--- src/rtl/bwrp_pkg.sv ---
// bwrp_pkg: shared types for the budgeted weighted random pick block
// op codes, sequencer states, shared unit operations, table entry layout
// no dependencies
`timescale 1ns / 1ps

package bwrp_pkg;

   typedef enum logic [1:0] {
      OP_LOAD   = 2'd0,
      OP_DRAW   = 2'd1,
      OP_BUDGET = 2'd2,
      OP_NOP    = 2'd3
   } op_type;

   typedef enum logic [2:0] {
      ST_IDLE,
      ST_SUM,
      ST_MUL,
      ST_SCAN,
      ST_FIN
   } state_type;

   typedef enum logic [2:0] {
      UOP_HOLD,
      UOP_CLEAR,
      UOP_SUM,
      UOP_MUL,
      UOP_SCAN
   } uop_type;

   typedef struct packed {
      logic [7:0]         kind;
      logic [15:0]        weight;
      logic [7:0]         cost;
      logic signed [11:0] min_height;
      logic signed [11:0] max_height;
   } option_type;

   typedef struct packed {
      logic       eligible;
      logic       hit;
      logic       total_zero;
      logic       last_valid;
      logic [7:0] last_kind;
      logic [7:0] last_cost;
   } unit_status_type;

endpackage

--- src/rtl/bwrp_table.sv ---
// bwrp_table: option table, one write port and one registered read port
// depends on bwrp_pkg for the entry layout
`timescale 1ns / 1ps

module bwrp_table
   import bwrp_pkg::*;
#(
   parameter int DEPTH = 8,
   parameter int IDX_W = 3
) (
   input  logic             clock,
   input  logic             wr_en,
   input  logic [IDX_W-1:0] wr_addr,
   input  option_type       wr_data,
   input  logic [IDX_W-1:0] rd_addr,
   output option_type       rd_data_ff
);

   option_type mem_ff [DEPTH];

   always_ff @(posedge clock) begin
      if (wr_en) begin
         mem_ff[wr_addr] <= wr_data;
      end
      rd_data_ff <= mem_ff[rd_addr];
   end

endmodule

--- src/rtl/bwrp_unit.sv ---
// bwrp_unit: shared eligibility check, weight accumulator and roll scaler
// depends on bwrp_pkg for the entry layout, unit operations and status
`timescale 1ns / 1ps

module bwrp_unit
   import bwrp_pkg::*;
#(
   parameter int SUM_W = 19
) (
   input  logic               clock,
   input  logic               reset,
   input  uop_type            uop,
   input  option_type         entry,
   input  logic signed [11:0] height,
   input  logic [15:0]        budget,
   input  logic [15:0]        roll,
   output unit_status_type    status
);

   logic [SUM_W-1:0]    acc_ff;
   logic [SUM_W-1:0]    scaled_ff;
   logic                last_valid_ff;
   logic [7:0]          last_kind_ff;
   logic [7:0]          last_cost_ff;
   logic [SUM_W-1:0]    acc_sum;
   logic [SUM_W+15:0]   product;
   logic                eligible;

   assign eligible = (entry.weight != 16'd0)
                   && ({8'd0, entry.cost} <= budget)
                   && (height >= $signed(entry.min_height))
                   && (height <= $signed(entry.max_height));

   assign acc_sum = acc_ff + SUM_W'(entry.weight);
   assign product = {{SUM_W{1'b0}}, roll} * {16'd0, acc_ff};

   always_ff @(posedge clock) begin
      case (uop)
         UOP_CLEAR: begin
            acc_ff <= '0;
         end
         UOP_SUM: begin
            if (eligible) begin
               acc_ff <= acc_sum;
            end
         end
         UOP_MUL: begin
            // scaled roll = (roll * total) >> 16
            scaled_ff <= product[SUM_W+15:16];
            acc_ff    <= '0;
         end
         UOP_SCAN: begin
            if (eligible) begin
               acc_ff       <= acc_sum;
               last_kind_ff <= entry.kind;
               last_cost_ff <= entry.cost;
            end
         end
         default: begin
         end
      endcase
   end

   always_ff @(posedge clock) begin
      if (reset) begin
         last_valid_ff <= 1'b0;
      end else if (uop == UOP_MUL || uop == UOP_CLEAR) begin
         last_valid_ff <= 1'b0;
      end else if (uop == UOP_SCAN && eligible) begin
         last_valid_ff <= 1'b1;
      end
   end

   always_comb begin
      status.eligible   = eligible;
      status.hit        = eligible && (scaled_ff < acc_sum);
      status.total_zero = (acc_ff == '0);
      status.last_valid = last_valid_ff;
      status.last_kind  = last_kind_ff;
      status.last_cost  = last_cost_ff;
   end

endmodule

--- src/rtl/budgeted_weighted_random_pick_core.sv ---
// Budgeted weighted random pick. Keeps up to MAX_OPTIONS options (type, Q4.12 weight, cost,
// height band) and a 16-bit budget. A load or budget reload goes straight to the finish state.
// A draw over n entries in use runs in order: a pass over the entries sums the eligible
// weights, the roll is scaled, a second pass, skipped if no weight is eligible, finds the pick,
// and the result is posted once the result register is free. Both passes use the single
// accumulate/compare unit and the table's one read port, one entry a cycle.
// The result register lets the next item be taken while a result waits on rsp_stall.
// The table holds no valid bits; drawing over a slot never loaded gives no defined pick.
`timescale 1ns / 1ps

module budgeted_weighted_random_pick_core
   import bwrp_pkg::*;
#(
   parameter int MAX_OPTIONS = 8
) (
   input  logic               clock,
   input  logic               reset,
   input  logic               req_valid,
   output logic               req_stall,
   input  logic [1:0]         req_op,
   input  logic [2:0]         req_entry_index,
   input  logic [7:0]         req_entry_type,
   input  logic [15:0]        req_entry_weight,
   input  logic [7:0]         req_entry_cost,
   input  logic signed [11:0] req_entry_min_height,
   input  logic signed [11:0] req_entry_max_height,
   input  logic [15:0]        req_budget_value,
   input  logic signed [11:0] req_height,
   input  logic [15:0]        req_roll,
   output logic               rsp_valid,
   input  logic               rsp_stall,
   output logic               rsp_found,
   output logic [7:0]         rsp_chosen_type,
   output logic [15:0]        rsp_budget_left,
   input  logic               csr_valid,
   output logic               csr_ready,
   input  logic [3:0]         csr_option_count
);

   localparam int IDX_W = $clog2(MAX_OPTIONS);
   localparam int CNT_W = $clog2(MAX_OPTIONS + 1);
   localparam int SUM_W = 16 + $clog2(MAX_OPTIONS);

   state_type          state_ff, state_in;
   logic [IDX_W-1:0]   idx_ff, idx_in;
   logic [CNT_W-1:0]   count_ff, count_in;
   logic [15:0]        budget_ff, budget_in;
   logic               found_ff, found_in;
   logic [7:0]         kind_ff, kind_in;
   logic signed [11:0] height_ff;
   logic [15:0]        roll_ff;
   logic               rsp_valid_ff, rsp_valid_in;
   logic               rsp_found_ff, rsp_found_in;
   logic [7:0]         rsp_kind_ff, rsp_kind_in;
   logic [15:0]        rsp_budget_ff, rsp_budget_in;

   uop_type            uop;
   unit_status_type    status;
   option_type         rd_data;
   option_type         wr_data;
   logic               tbl_we;
   logic               req_xfer;
   logic               last_entry;

   assign req_xfer  = req_valid && !req_stall;
   assign csr_ready = 1'b1;

   assign rsp_valid       = rsp_valid_ff;
   assign rsp_found       = rsp_found_ff;
   assign rsp_chosen_type = rsp_kind_ff;
   assign rsp_budget_left = rsp_budget_ff;

   assign last_entry = (CNT_W'(idx_ff) == count_ff - CNT_W'(1));

   always_comb begin
      wr_data.kind       = req_entry_type;
      wr_data.weight     = req_entry_weight;
      wr_data.cost       = req_entry_cost;
      wr_data.min_height = req_entry_min_height;
      wr_data.max_height = req_entry_max_height;
   end

   // count above the table depth saturates
   always_comb begin
      if (int'(csr_option_count) > MAX_OPTIONS) begin
         count_in = CNT_W'(MAX_OPTIONS);
      end else begin
         count_in = CNT_W'(csr_option_count);
      end
   end

   bwrp_table #(
      .DEPTH (MAX_OPTIONS),
      .IDX_W (IDX_W)
   ) u_table (
      .clock      (clock),
      .wr_en      (tbl_we),
      .wr_addr    (IDX_W'(req_entry_index)),
      .wr_data    (wr_data),
      .rd_addr    (idx_in),
      .rd_data_ff (rd_data)
   );

   bwrp_unit #(
      .SUM_W (SUM_W)
   ) u_unit (
      .clock  (clock),
      .reset  (reset),
      .uop    (uop),
      .entry  (rd_data),
      .height (height_ff),
      .budget (budget_ff),
      .roll   (roll_ff),
      .status (status)
   );

   always_ff @(posedge clock) begin
      if (reset) begin
         state_ff     <= ST_IDLE;
         count_ff     <= '0;
         budget_ff    <= '0;
         rsp_valid_ff <= 1'b0;
      end else begin
         state_ff     <= state_in;
         budget_ff    <= budget_in;
         rsp_valid_ff <= rsp_valid_in;
         if (csr_valid && csr_ready) begin
            count_ff <= count_in;
         end
      end
   end

   always_ff @(posedge clock) begin
      idx_ff        <= idx_in;
      found_ff      <= found_in;
      kind_ff       <= kind_in;
      rsp_found_ff  <= rsp_found_in;
      rsp_kind_ff   <= rsp_kind_in;
      rsp_budget_ff <= rsp_budget_in;
      if (req_xfer) begin
         height_ff <= req_height;
         roll_ff   <= req_roll;
      end
   end

   always_comb begin
      state_in      = state_ff;
      idx_in        = idx_ff;
      budget_in     = budget_ff;
      found_in      = found_ff;
      kind_in       = kind_ff;
      uop           = UOP_HOLD;
      tbl_we        = 1'b0;
      req_stall     = (state_ff != ST_IDLE);
      rsp_valid_in  = rsp_valid_ff && rsp_stall;
      rsp_found_in  = rsp_found_ff;
      rsp_kind_in   = rsp_kind_ff;
      rsp_budget_in = rsp_budget_ff;

      case (state_ff)
         ST_IDLE: begin
            idx_in   = '0;
            found_in = 1'b0;
            kind_in  = '0;
            if (req_valid) begin
               state_in = ST_FIN;
               case (op_type'(req_op))
                  OP_LOAD: begin
                     tbl_we = (int'(req_entry_index) < MAX_OPTIONS);
                  end
                  OP_BUDGET: begin
                     budget_in = req_budget_value;
                  end
                  OP_DRAW: begin
                     if (count_ff != '0) begin
                        uop      = UOP_CLEAR;
                        state_in = ST_SUM;
                     end
                  end
                  default: begin
                  end
               endcase
            end
         end
         ST_SUM: begin
            uop = UOP_SUM;
            if (last_entry) begin
               idx_in   = '0;
               state_in = ST_MUL;
            end else begin
               idx_in = idx_ff + IDX_W'(1);
            end
         end
         ST_MUL: begin
            uop    = UOP_MUL;
            idx_in = '0;
            if (status.total_zero) begin
               state_in = ST_FIN;
            end else begin
               state_in = ST_SCAN;
            end
         end
         ST_SCAN: begin
            uop = UOP_SCAN;
            if (status.hit) begin
               found_in  = 1'b1;
               kind_in   = rd_data.kind;
               budget_in = budget_ff - {8'd0, rd_data.cost};
               state_in  = ST_FIN;
            end else if (last_entry) begin
               // scan ran out without crossing: fall back to the last eligible entry
               state_in = ST_FIN;
               if (status.eligible) begin
                  found_in  = 1'b1;
                  kind_in   = rd_data.kind;
                  budget_in = budget_ff - {8'd0, rd_data.cost};
               end else if (status.last_valid) begin
                  found_in  = 1'b1;
                  kind_in   = status.last_kind;
                  budget_in = budget_ff - {8'd0, status.last_cost};
               end
            end else begin
               idx_in = idx_ff + IDX_W'(1);
            end
         end
         ST_FIN: begin
            if (!rsp_valid_ff || !rsp_stall) begin
               rsp_valid_in  = 1'b1;
               rsp_found_in  = found_ff;
               rsp_kind_in   = kind_ff;
               rsp_budget_in = budget_ff;
               state_in      = ST_IDLE;
            end
         end
         default: begin
            state_in = ST_IDLE;
         end
      endcase
   end

   // a pick never takes more than the budget holds
   assert property (@(posedge clock) disable iff (reset)
      (state_ff == ST_SCAN && status.hit) |-> ({8'd0, rd_data.cost} <= budget_ff))
      else $error("pick cost exceeds remaining budget");

   // a finished item lands in the result register and frees the sequencer
   assert property (@(posedge clock) disable iff (reset)
      (state_ff == ST_FIN && (!rsp_valid_ff || !rsp_stall))
      |=> (rsp_valid_ff && state_ff == ST_IDLE && rsp_budget_ff == budget_ff))
      else $error("result not posted on finish");

   // budget moves only on a reload or a pick
   assert property (@(posedge clock) disable iff (reset)
      (state_ff == ST_SUM || state_ff == ST_MUL || state_ff == ST_FIN)
      |=> $stable(budget_ff))
      else $error("budget changed outside reload or pick");

endmodule

--- config.mk ---
export PLATFORM = sky130hd
export DESIGN_NAME = budgeted_weighted_random_pick_core
export DESIGN_NICKNAME = d
export VERILOG_FILES = /design/src/rtl/bwrp_pkg.sv /design/src/rtl/bwrp_table.sv /design/src/rtl/bwrp_unit.sv /design/src/rtl/budgeted_weighted_random_pick_core.sv
export SDC_FILE = /design/constraint.sdc
export NUM_CORES = 2
export LEC_CHECK = 0
export ABC_AREA = 1
export ABC_CLOCK_PERIOD_IN_PS = 5300
export BUFFER_PORTS_ARGS = -buffer_cell sky130_fd_sc_hd__buf_2
export CORE_MARGIN = 2
export CORE_UTILIZATION = 57
export CTS_CLUSTER_SIZE = 8
export DETAILED_ROUTE_END_ITERATION = 10
export PLACE_DENSITY = 0.75
export SLEW_MARGIN = 20
export SYNTH_ARGS = -nofsm -noshare
export SYNTH_HDL_FRONTEND = slang
export SYNTH_SLANG_ARGS = --single-unit
--- constraint.sdc ---
create_clock -name clock -period 5.3 [get_ports clock]
set_input_delay 0.53 -clock clock [delete_from_list [all_inputs] [get_ports clock]]
set_output_delay 0.53 -clock clock [all_outputs]
set_load 0.005 [all_outputs]
==> impl_metrics.tcl <==
set metrics [dict create \
    status "finished, violations left" \
    violations "setup timing" \
    drv_slew 0 \
    critical_path.max_fanout 15 \
    fin_nets 5068 \
    drc 0 \
    yosys_register_bits 648 \
    final_util_pct 67.9 \
    fmax_ghz 0.180 \
    r2r_slack_ns -0.26 \
    start_util_pct 57.4 \
    top_usage_layer "met2" \
    critical_path_required_ns 5.65 \
    met1_usage_pct 35.9 \
    track_usage_pct 26.9 \
    clock_latency_ns 0.64 \
    wl_um 97700 \
    hold_ws_ns 0.0628 \
    timing.final.ws_setup_ns -0.265 \
    grt_use_met2_pct 45.3 \
    drtAntennaViolNets 0 \
    core_mm2 0.0683 \
    via_per_inst 5.34 \
    grt_pass1_vias 28700 \
    cts_tree "done" \
    critPathCaptureType "flip-flop" \
    arrival_ns 5.91 \
    synth_top_cell_by_area "edfxtp_1" \
    routedWlPerCell_um 17.8 \
    worst_slew_pin_slew_ns 1.12 \
    period_share_pct 105 \
    pre_cts_ws_ns -0.370 \
    yosysUniqueCellTypes 47 \
    syn_avg_cell_area_um2 9.28 \
    grt_pass1_wl_um 150000 \
    min_path_type "input port to flip-flop" \
    worstReg2RegEnd "u_unit.scaled_ff[12]" \
    antenna_found_initial 12 \
    seq_area_frac_synth_pct 47.5 \
    areaGrowthSynthToFinish_pct 18.3 \
    maxCapViolations 0 \
    rsz0062_at_grt "yes" \
    fp.dieW_um 266 \
    reg2reg_from "roll_ff[4]" \
    path_cells "buf_12, nand2_2, inv_2, fa_1, inv_1, fa_2, fa_1, fa_1, inv_1, fa_1, fa_1, ha_4, a21oi_2, o21ai_1, a21oi_1, nand2_2, a21oi_2, inv_1, a21boi_2, o21ai_1, xor2_1" \
    slowest_stage "fa_1" \
    h-tree-depth 3 \
    place_hpwl_um 62100 \
    cp-endpoint "u_unit.scaled_ff[12]" \
    ctsRootBufferMaster "clkbuf_16" \
    synth_nets 4763 \
    period_minus_slack_ns 5.56 \
    portBuffers 140 \
    hold_violations 0 \
    rows 96 \
    clk_pin_slew_ns 0.07 \
    synthTopCellsByArea "edfxtp_1 (43%), fa_1 (12%), nand2_1 (9.7%)" \
    crit_start "roll_ff[4]" \
    vias 29300 \
    gp_congestion 0.902 \
    fill_cells 4891 \
    first_iter_violations 2759 \
    cts_buffers 91 \
    ioPinCount 142 \
    ys_warn_count 0 \
    synth_cells 4229 \
    netlist_area_mm2 0.0392 \
    grt-ovfl-total 0 \
    cts.sinks 648 \
    fin_worst_skew_ns 0.0442 \
    start_kind "flip-flop" \
    dr.pass1.iters 6 \
    setup_viol 17 \
    cts_max_path_buffers 3 \
    crit_type "flip-flop to flip-flop" \
    drive_gt1_share_pct 13.9 \
    ff2ff_path_depth 21 \
    synth_top_area_share_pct 43.2 \
    slowest_delay_ns 0.55 \
    grt_max_degree 71 \
    die_area_mm2 0.0709 \
    met3_usage_pct 4.29 \
    die_h_um 266 \
    cp_common_cell "fa_1" \
    slew-limit-headroom_pct 25.6 \
]
[worst max-delay path, delay by kind of cell, from the launching register on]
kind / cells / cell delay, ns
XOR/XNOR: 1 / 0.15
AO/OA/AOI/OAI: 6 / 0.91
AND/OR/NAND/NOR: 2 / 0.17
flip-flops: 1 / 0.41
buffers and inverters: 5 / 0.37
adder cells (fa/ha/maj): 7 / 3.26
[logic make-up after synthesis]
family	share of synthesized area, %
adders and majority gates	17.9
AOI/OAI and AO/OA	3.37
other	0.00956
xor gates and xnor gates	1.34
buffers and inverters	12.0
and+or+nand+nor	17.8
DFF	47.5
[cells in the final DEF, fill, tap and decap left out, types with 10 or more instances in the layout]
cell type and count:
clkbuf_1 69, buf_4 189, buf_12 54, edfxtp_1 564, clkbuf_16 103, xor2_1 41
o21ai_0 42, inv_1 989, ha_4 18, dfxtp_1 84, a21oi_2 25, nand2_1 995
nand3_1 489, ha_1 163, a21oi_1 102, nand2_2 20, nor3_2 10, xnor2_1 18
nand4_1 17, inv_2 18, nor2_1 92, buf_2 140, o21ai_1 14, fa_1 230
[state kept, by name, indices dropped and copies added (netlist names), 3 cells and up]
register	cells
u_unit.acc_ff	19
rsp_chosen_type	8
u_unit.scaled_ff	19
idx_ff	3
count_ff	4
u_table.rd_data_ff	56
budget_ff	16
height_ff	12
kind_ff	8
rsp_budget_left	16
roll_ff	16
state_ff	3
u_unit.last_cost_ff	8
u_unit.last_kind_ff	8
u_table.mem_ff	448
[synth_stat cells, drive strengths merged]
cell type / number
nand2: 1019
inv: 1007
edfxtp: 564
nand3: 494
fa: 238
ha: 182
a21oi: 129
clkbuf: 105
nor2: 101
buf: 90
dfxtp: 84
o21ai: 64
xor2: 42
nand4: 18
xnor2: 18
nor3: 14
nor4: 8
a31oi: 7
o211ai: 7
o21a: 7
a21o: 5
o21bai: 5
a211oi: 4
nand3b: 3
a21boi: 2
a22o: 2
o31ai: 2
a221oi: 1
a311oi: 1
and2: 1
conb: 1
nor3b: 1
o221a: 1
o311ai: 1
or2: 1
[per-layer routing]
metal | up-vias | routed length, um
met4 | 12 | 2970
met5 | - | 65
li1 | 13800 | -
met1 | 14000 | 38900
met2 | 1240 | 47600
met3 | 235 | 8200
[worst min path at each step]
stage                 from                 end  slack [ns]  cells after the start
6_report       req_roll[6]          roll_ff[6]        0.06                      1
5_1_grt        req_roll[6]          roll_ff[6]        0.04                      1
4_1_cts        req_roll[6]          roll_ff[6]        0.03                      1
3_5_place_dp    kind_ff[1]  rsp_chosen_type[1]        0.41                      0
3_3_place_gp    kind_ff[2]  rsp_chosen_type[2]        0.40                      0
2_1_floorplan   kind_ff[0]  rsp_chosen_type[0]        0.40                      0
[stage by stage]
| step | cells | cell area [um2] | setup TNS [ns] |
|---|---|---|---|
| 5_1_grt | 5494 | 46400 | -10.41 |
| 6_report | 5499 | 46400 | -2.99 |
| 4_1_cts | 5450 | 45400 | -2.43 |
| 3_5_place_dp | 5269 | 42500 | -4.35 |
| 2_1_floorplan | 4229 | 39400 | -69.82 |
| 3_3_place_gp | 5269 | 42500 | -2.80 |
[cell type report]
type | count | area (um2) | area share, %
Sequential cell | 648 | 18600 | 40.1
Multi-Input combinational cell | 2381 | 16500 | 35.6
Inverter | 1007 | 3780 | 8.14
Timing Repair Buffer | 405 | 3660 | 7.89
Clock buffer | 163 | 2590 | 5.58
Tap cell | 882 | 1100 | 2.38
Clock inverter | 7 | 133 | 0.286
Antenna cell | 6 | 15.0 | 0.0323
[timing repair]
item,CTS,global route
buffers inserted,11,29
resized for setup,35,77
setup endpoints to repair,29,92
cloned,0,14
endpoints found under the hold margin,0,0
pin swaps,9,37
hold buffers,0,0
Power is left out: the tool's default activity adds up to more than one toggle a clock period on the data nets, which glitch-free logic cannot reach.
